`src/drg_div.sv`:
```
// restoring divider, one quotient bit per cycle, for the region mean update
// no package dependencies; numerator high part must be below the divisor
`default_nettype none

module drg_div #(
    parameter int NUM_W = 44,
    parameter int DEN_W = 19,
    parameter int Q_W   = 24
) (
    input  wire logic             clk,
    input  wire logic             rst_n,
    input  wire logic             start,
    input  wire logic [NUM_W-1:0] num,
    input  wire logic [DEN_W-1:0] den,
    output logic                  done,
    output logic [Q_W-1:0]        quot
);

    localparam int CW = $clog2(Q_W + 1);

    logic              busy_reg;
    logic [CW-1:0]     cnt_reg;
    logic [DEN_W-1:0]  rem_reg;
    logic [Q_W-1:0]    q_reg;
    logic [DEN_W-1:0]  den_reg;
    logic              done_reg;
    logic [DEN_W:0]    trial;
    logic              ge;

    always_comb
    begin
        trial = {rem_reg, q_reg[Q_W-1]};
        ge    = trial >= {1'b0, den_reg};
    end

    always_ff @(posedge clk or negedge rst_n)
    begin
        if (!rst_n)
        begin
            busy_reg <= 1'b0;
            done_reg <= 1'b0;
            cnt_reg  <= '0;
            rem_reg  <= '0;
            q_reg    <= '0;
            den_reg  <= '0;
        end
        else
        begin
            done_reg <= 1'b0;
            if (start)
            begin
                busy_reg <= 1'b1;
                cnt_reg  <= '0;
                rem_reg  <= DEN_W'(num[NUM_W-1:Q_W]);
                q_reg    <= num[Q_W-1:0];
                den_reg  <= den;
            end
            else if (busy_reg)
            begin
                rem_reg <= ge ? DEN_W'(trial - {1'b0, den_reg}) : DEN_W'(trial);
                q_reg   <= {q_reg[Q_W-2:0], ge};
                cnt_reg <= cnt_reg + 1'b1;
                if (cnt_reg == CW'(Q_W - 1))
                begin
                    busy_reg <= 1'b0;
                    done_reg <= 1'b1;
                end
            end
        end
    end

    assign done = done_reg;
    assign quot = q_reg;

endmodule

`default_nettype wire

```
`config.mk`:
```
export PLATFORM = sky130hd
export DESIGN_NAME = drg_div
export DESIGN_NICKNAME = d
export VERILOG_FILES = /design/src/drg_div.sv
export SDC_FILE = /design/constraint.sdc
export NUM_CORES = 1
export LEC_CHECK = 0
export BUFFER_PORTS_ARGS = -buffer_cell sky130_fd_sc_hd__buf_4
export CAP_MARGIN = 40
export CORE_ASPECT_RATIO = 0.75
export CORE_UTILIZATION = 30
export CTS_CLUSTER_DIAMETER = 150
export CTS_CLUSTER_SIZE = 10
export DETAILED_ROUTE_END_ITERATION = 6
export HOLD_SLACK_MARGIN = 0.02
export PLACE_DENSITY_LB_ADDON = 0.1
export SYNTH_ARGS = -nofsm -noshare
export SYNTH_HDL_FRONTEND = slang
export SYNTH_SLANG_ARGS = --single-unit
```
`constraint.sdc`:
```
create_clock -name clk -period 3.73 [get_ports clk]
set_input_delay 0.5595 -clock clk [delete_from_list [all_inputs] [get_ports clk]]
set_output_delay 0.5595 -clock clk [all_outputs]
set_load 0.1 [all_outputs]
```
==> results of run 1 <==
==> cell usage after synthesis (2+ instances only) <==
| library cell | n |
|---|---|
| nor3b_1 | 15 |
| o21ai_0 | 57 |
| buf_1 | 4 |
| o221ai_1 | 2 |
| o21a_1 | 7 |
| a311oi_1 | 2 |
| nor3_1 | 5 |
| xor2_1 | 7 |
| nand4_1 | 5 |
| nand3_1 | 20 |
| dfrtp_1 | 69 |
| ha_1 | 20 |
| mux2i_1 | 35 |
| inv_1 | 26 |
| a31oi_1 | 4 |
| nor2_1 | 20 |
| nand4b_1 | 3 |
| o21ai_1 | 5 |
| buf_2 | 2 |
| o21bai_1 | 2 |
| a211oi_1 | 4 |
| a21o_1 | 5 |
| clkbuf_1 | 20 |
| nand2_1 | 57 |
| o211ai_1 | 7 |
| a221o_1 | 2 |
| nand2b_1 | 6 |
| a21oi_1 | 33 |
| xnor2_1 | 8 |
| nor2b_1 | 5 |
==> cell type report <==
cell class	count	area, sq um
fillers	1392	8431
multi-input cells	352	2300
flip-flops and latches	69	1728
repair buffers	94	738.2
clock buffers	9	225.2
well taps	175	219.0
inverters	26	97.59
clock inverters	7	57.56
==> power by group <==
part           internal (mW)  switching, mW  leakage (nW)
clock                  0.458          0.365         0.129
sequential             0.904          0.113         0.839
combinational          0.809           1.24          1.62
total                   2.17           1.72          2.59
==> cell usage in the layout, fill, tap and decap left out, types with 5 or more instances in the layout <==
cell type and count:
nor3_1 5, mux2i_1 35, clkbuf_16 9, nand2b_1 6
nor2_1 20, xor2_1 7, a21o_1 5, o21ai_0 57
o21ai_1 5, dfrtp_1 68, nand4_1 5, nor2b_1 5
o211ai_1 7, nand2_1 57, a21oi_1 33, ha_1 20
xnor2_1 8, inv_1 26, buf_4 92, o21a_1 7
nand3_1 20, nor3b_1 15
==> layer usage <==
metal / vias to the layer above / wire length [um]
met2: 74 / 4644
met4: 0 / 155
met1: 1736 / 5839
met3: 13 / 422
li1: 1844 / -
met5: - / 0
==> cell families (layout without fill, tap and decap cells) <==
group / Yosys count / after routing
flip-flops: 69 / 69
XOR/XNOR: 15 / 15
buffers and inverters: 54 / 136
adder cells (fa/ha/maj): 21 / 21
AND/OR/NAND/NOR: 142 / 142
multiplexers: 36 / 36
AO/OA/AOI/OAI: 138 / 138
==> worst max-delay path, cell delays in order (launching register included) <==
cell,delay (ps)
dfrtp_1,360
inv_1,60
ha_1,230
fa_1,410
nand2b_1,200
a211oi_1,360
o21bai_1,240
a21oi_1,350
o21a_1,360
buf_12,190
mux2i_1,190
o21ai_0,90
==> how the worst min path moves through the flow <==
stage                            from                endpoint  slack [ps]
4_1_cts                         rst_n  rem_reg[6]$_DFFE_PN0P_         140
2_1_floorplan                   rst_n      busy_reg$_DFF_PN0_         260
3_5_place_dp                    rst_n  den_reg[9]$_DFFE_PN0P_         510
5_1_grt                         rst_n  den_reg[9]$_DFFE_PN0P_         160
3_3_place_gp   den_reg[0]$_DFFE_PN0P_  den_reg[0]$_DFFE_PN0P_         500
6_report                        rst_n  den_reg[9]$_DFFE_PN0P_         140
==> stage by stage <==
step                      instance area, sq um  power (mW)  utilization  setup WS, ps  hold WS [ps]
after floorplan                           4255       2.621            -         348.8         263.9
after global placement                    5055       3.071       0.3664         588.7         502.7
after detailed placement                  5082       3.067       0.3684         533.8         510.0
after CTS                                 5365       3.914       0.3889         529.0         143.9
after global routing                      5365       4.204       0.3889         291.7         155.1
final                                     5365       3.888       0.3889         556.7         135.6
==> metrics list, run 1 <==
- Result of the run: completed
- Top Usage Layer GRT: met1
- Dividing the final minimum period by the clock period gives 0.8507.
- Worst Setup Path Type: register to register
- After routing, the total negative slack on setup checks comes to 0 ps.
- Entering global routing, the biggest net connects 76 pins.
- Total inserted antenna cells: 0
- In this run the worst setup path terminates at rem_reg[2]$_DFFE_PN0P_.
- TritonCTS clock tree: done
- In the global route stage, met3 resource usage came out at 0.03529.
- Data required time at the worst endpoint: 3940 ps
- Of the post-synthesis cell area, the part taken by muxes is 0.08498.
* Total number of yosys warnings: 0
- Counting every net in the synthesized netlist gives 562.
* Hold Buf Count CTS: 0
- For the final database, setup skew stands at 9.878 ps.
* NumNets Final: 639
* Final Max Tran Viols: 0
* Post-synthesis sequential area ratio: 0.4058
- Reported max-cap violation count: 0
* Start point of the critical path: quot[23]$_DFFE_PN0P_
- DRT antenna net count: 0
* CTS root buffer: clkbuf_16
* Gpl congestion: 0.8669
- Setup violations remaining at the end of the flow were counted as 0.
- The synthesized-area fraction occupied by ao, oa, aoi and oai cells is 0.1955.
* Number of global-route vias before repair: 3555
- Synth top area cells: dfrtp_1 (41%), mux2i_1 (8.2%), o21ai_0 (6.7%)
- WL final: 11060 um
- Die span in y: 105.1 um
- Of the total synthesized cell area, the portion taken by full adders, half adders and majority gates is 0.06351.
* Total setup buffers inserted after CTS: 0
* Worst relative slew slack: 0.5226
* Startpoint type of the worst setup path: register
- Maximum number of buffers from clock root to sink: 2
- The region available for standard cell placement spans 0.01380 sq mm.
* Endpoints failing hold: 0
- RSZ-0062 raised after global routing: no
* Met2 routing resource usage after global routing: 0.2283
- After clock tree synthesis, the clock-pin slew on the worst setup and hold paths is 70 ps.
- Synthesis produced 475 cells.
- Via density per instance: 5.010
* Global-route met1 utilization: 0.2358
- Worst R2R Start: quot[23]$_DFFE_PN0P_
- The synthesized design contains 69 register bits.
- The floorplan has 37 rows.
* Synthesized area per cell: 8.959 sq um
* PD cells: 724.6 mW/mm^2
* Tightest Hold Check Type: input pin to async pin
* Die area: 0.01467 sq mm
- TritonCTS buffer count: 9
* Basic-gate share of the synthesized area counting and, or, nand and nor cells: 0.1655
* Clock latency reported for the late side of the worst-skew pair: 340 ps
- Overall overflow remaining after global route: 0
- DRC violations left: 0
- Largest family of logic cells by synthesized area: compound AO/OA/AOI/OAI gates
- Static timing analysis puts the maximum clock frequency at 0.3151 GHz.
- Drt pass-1 iters: 4
- Final HPWL DP: 7840 um
- The initial utilization of the core area, before any placement, comes to 0.3085.
* Cell count of the worst reg-to-reg path: 11
- The netlist uses 48 different library cells.
- Of the total synthesized cell area, the portion taken by XOR and XNOR cells is 0.03087.
- Clock sinks: 69
* Global router's overall resource usage: 0.1609
* R2R Setup Slk: 560 ps
- Minimum clock period: 3173 ps
- Count of vias placed by the detailed router: 3667
* Leakage dissipation: 2.591 nW
- Of all flip-flops after synthesis, the portion carrying an async set or reset was 1.000.
- Starting DRT DRC Count: 225
- Most common flop cell mapped by yosys: dfrtp_1
- Initial antenna violation count: 0
- The largest total area in the synthesized netlist belongs to dfrtp_1.
* Crit path arrival time: 3380 ps
* Number of gates resized after CTS: 0
- Number of non-filler instances in the completed layout: 732
- Placed cell count: 716
- Die Width: 139.5 um
- Along the worst path, the maximum fanout reaches 10.
* Reg2Reg Capture Point: rem_reg[2]$_DFFE_PN0P_
- Io pins: 91
- EDFF count, synth: 0
* Max rail drop VDD: 254.2 uV
- First-pass GRT wire length: 18400 um
- Growth of design area from synthesis to finish: 26.08%
- In this run the tool buffered the top-level ports with 89 buffer cells.
* Number of H-tree levels: 3
* Critical path endpoint category: register
- Of the cells placed in the final design, the portion with a size suffix greater than 1 is 0.2101.
* Transition time at the pin with the least slew margin: 711.2 ps
* Number of flip-flops under the largest register name: 24
- The share of synthesized area in the top cell type comes to 0.4058.
* Average detailed-routed wire length per instance: 15.11 um
- Post-synth design cell area: 0.004255 sq mm
(Power assumes the default switching activity.)
==> run 2: changes to the inputs <==
- ABC_AREA: unset -> 1
- CORE_ASPECT_RATIO: 0.75 -> 0.5
==> run 2 against run 1 <==
Combinational power shrank 8%. Final cell count up 16%. Utilization increased by 0.88 points. Flip-flop and latch count unchanged. Total power down 1.1%. Register-to-register slack better by 640 ps. Worst hold slack got worse by 31 ps. Setup slack gained 640 ps. Count of clock-buffer cells in the layout up 1. Critical path type unchanged. Highest routed layer unchanged.
==> metrics list, run 2 <==
- Total setup buffers inserted after CTS: 0
* Worst relative slew slack: 0.6093
- Average detailed-routed wire length per instance: 13.96 um
- The root buffer cell chosen for the clock tree is clkbuf_16.
- Io pins: 91
* Tightest Hold Check Type: input pin to async pin
- Endpoints failing hold: 0
* Number of instances in the synthesized netlist: 564
- Most frequent cell on the critical path: nand2_1
- Sorting the synthesized cells by area gives the leading types as dfrtp_1 (41%), nand2_1 (16%), inv_1 (6.7%).
- First-pass GRT wire length: 20090 um
* Global router's overall resource usage: 0.1766
* Hold Slack: 104.7 ps
- TritonCTS built the clock tree.
- Core outline area: 0.01363 sq mm
* Post-synth design cell area: 0.004218 sq mm
- The count of buffers added on input and output ports is 89.
- Worst setup timing slack at the placement stage: 1199 ps
- Count of vias placed by the detailed router: 3912
- The top cell types in the final layout, fill and taps aside, are nand2_1 (180), buf_4 (95), inv_1 (75).
* Minimum clock period: 2536 ps
* Cell count of the worst reg-to-reg path: 12
- The library cell used most frequently in the layout, excluding fill and tap cells, is nand2_1.
* Number of H-tree levels: 3
* Die Width: 169.7 um
- Critical path endpoint category: register
- Placed cell count: 832
* Area share of the largest cell type after synthesis: 0.4094
- Final setup skew: 5.128 ps
- Drt pass-1 iters: 4
- Excluding fillers, the count of instances in the completed layout stands at 847.
- For this run, the share of the core covered by cells in the final layout is 0.3977.
- Entering global routing, the biggest net connects 58 pins.
- For this design the ratio of total power to cell area is 709.7 mW/mm^2.
- Number of gates resized after CTS: 0
- The number of global-route vias before repair came to 3971.
- The commonest cells after synthesis are nand2_1 (180), inv_1 (75), dfrtp_1 (69).
- Overall power: 3.846 mW
- The setup path with the least slack is of type register to register.
- The register with the most flip-flops in the layout has 24 of them.
- The biggest area contributor in the post-synthesis netlist is dfrtp_1.
- Delay of the slowest critical-path stage: 430 ps
- TritonCTS buffer count: 9
- Of all nets on the critical path, the largest fanout is 35.
- The floorplan has 30 rows.
- Of the cells placed in the final design, the portion with a size suffix greater than 1 is 0.1924.
* Max frequency: 0.3944 GHz
* Total inserted antenna cells: 0
* Final Max Tran Viols: 0
- Once layout is done, the placed cells without fillers occupy 0.005419 sq mm.
* Maximum number of buffers from clock root to sink: 2
- The run finished with clean final reports.
* Starting DRT DRC Count: 205
- Clock-pin slew was measured on the worst setup and hold paths at 60 ps.
- WL final: 11830 um
* Number of synthesized register bits: 69
- In the post-route analysis, the smallest setup slack over all paths is 1194 ps.
* Initial antenna violation count: 0
* Reported max-cap violation count: 0
- The total overflow left after global routing is 0.
- Synthesized area per cell: 7.478 sq um
* Count leader, synth: nand2_1
* Most common flop cell mapped by yosys: dfrtp_1
- Max rail drop VDD: 273.5 uV
* Synthesized Nets: 651
* Data required time at the worst endpoint: 4000 ps
- EDFF count, synth: 0
* Gpl congestion: 0.8117
* Filler Cell Count: 1441
- At the pin with the least slew margin, the transition time is 586.1 ps.
* DRC violations left: 0
- NumNets Final: 738
* Clock latency reported for the late side of the worst-skew pair: 330 ps
- Critical path's slowest cell: fa_1
- Instance area after placement: 0.005096 sq mm
* R2R Setup Slk: 1190 ps
- Worst R2R Start: quot[23]$_DFFE_PN0P_
- Setup total negative slack on the finished layout was measured at 0 ps.
- Leakage dissipation: 2.749 nW
- STA classifies the critical path startpoint as a register.
- Reg2Reg Capture Point: rem_reg[16]$_DFFE_PN0P_
- Final HPWL DP: 8577 um
- Setup repair after global routing left no endpoint under its margin.
- Of the available clock period, the critical path in the final layout requires 0.6798.
- The share of the Yosys chip area taken by registers is 0.4094.
* Die area: 0.01457 sq mm
- Setup violations remaining at the end of the flow were counted as 0.
- Compared with the post-synthesis result, the final layout area differs by 28.48%.
- Proportion of register bits with asynchronous set or reset after synthesis: 1.000
* Initial core utilization: 0.3096
- Hold Buf Count CTS: 0
* Number of library cell types mapped by synthesis: 33
* DRT antenna net count: 0
- Total number of yosys warnings: 0
- Traced cell by cell, the critical path runs through inv_1, ha_1, fa_1, o21ai_2, nand2_1, nand3_2, nand2_2, nand2_4, nand2_1, nand2_1, o21ai_1, nand2_1.
- Via density per instance: 4.619
- Clock sinks: 69
* Crit path arrival time: 2800 ps
- The die is 85.85 um tall.
-- run 2: cell types whose count changed in the layout (fill, tap and decap cells not counted), sizes merged, moves of 6 or more --
cell,delta
a21oi,-15
a22oi,+22
inv,+47
mux2i,-35
nand2,+125
nand2b,-6
nand3,+8
nor2,+11
nor3b,-15
o211ai,+6
o21a,-7
o21ai,-16
-- run 2: critical path: cells and delay by family, from the launching register on --
family,cells,cell delay [ps]
adder cells (fa/ha/maj),2,660
buffers and inverters,1,90
flip-flops,1,370
AND/OR/NAND/NOR,7,990
AO/OA/AOI/OAI,2,340
-- run 2: kinds of logic after synthesis --
kind of cell,after synthesis,synth area share
AO/OA/AOI/OAI,109,0.1578
XOR/XNOR,10,0.02077
adder cells (fa/ha/maj),21,0.06408
buffers and inverters,95,0.09166
flip-flops,69,0.4094
AND/OR/NAND/NOR,260,0.2563
-- run 2: how the worst max path moves through the flow --
stage | from | end | slack, ps | cells after the start
5_1_grt | quot[23]$_DFFE_PN0P_ | rem_reg[16]$_DFFE_PN0P_ | 940 | 12
3_3_place_gp | quot[23]$_DFFE_PN0P_ | rem_reg[16]$_DFFE_PN0P_ | 1180 | 12
2_1_floorplan | quot[23]$_DFFE_PN0P_ | rem_reg[16]$_DFFE_PN0P_ | 990 | 12
6_report | quot[23]$_DFFE_PN0P_ | rem_reg[16]$_DFFE_PN0P_ | 1190 | 12
3_5_place_dp | quot[23]$_DFFE_PN0P_ | rem_reg[18]$_DFFE_PN0P_ | 1200 | 12
4_1_cts | quot[23]$_DFFE_PN0P_ | rem_reg[16]$_DFFE_PN0P_ | 1180 | 12
-- run 2: area by class of cell --
type	instances	area (sq um)	share of cell area
clock buffer	10	239.0	0.04410
sequential	69	1727	0.3186
inverter	75	281.5	0.05195
timing repair buffer	96	740.7	0.1367
clock inverter	5	83.83	0.01547
multi-input combinational	400	2107	0.3888
tap	192	240.2	0.04433
-- run 2: routing by layer --
layer  wire [um]  GRT usage  vias up
li1            -          -     2010
met1        6006     0.2463     1805
met2        4931     0.2653       91
met3         815    0.05861        6
met4          73    0.03604        0
met5           0          0        -
-- run 2: report_power, final --
part	internal, mW	switching, mW
combinational	0.659	1.22
sequential	0.898	0.119
clock	0.603	0.344
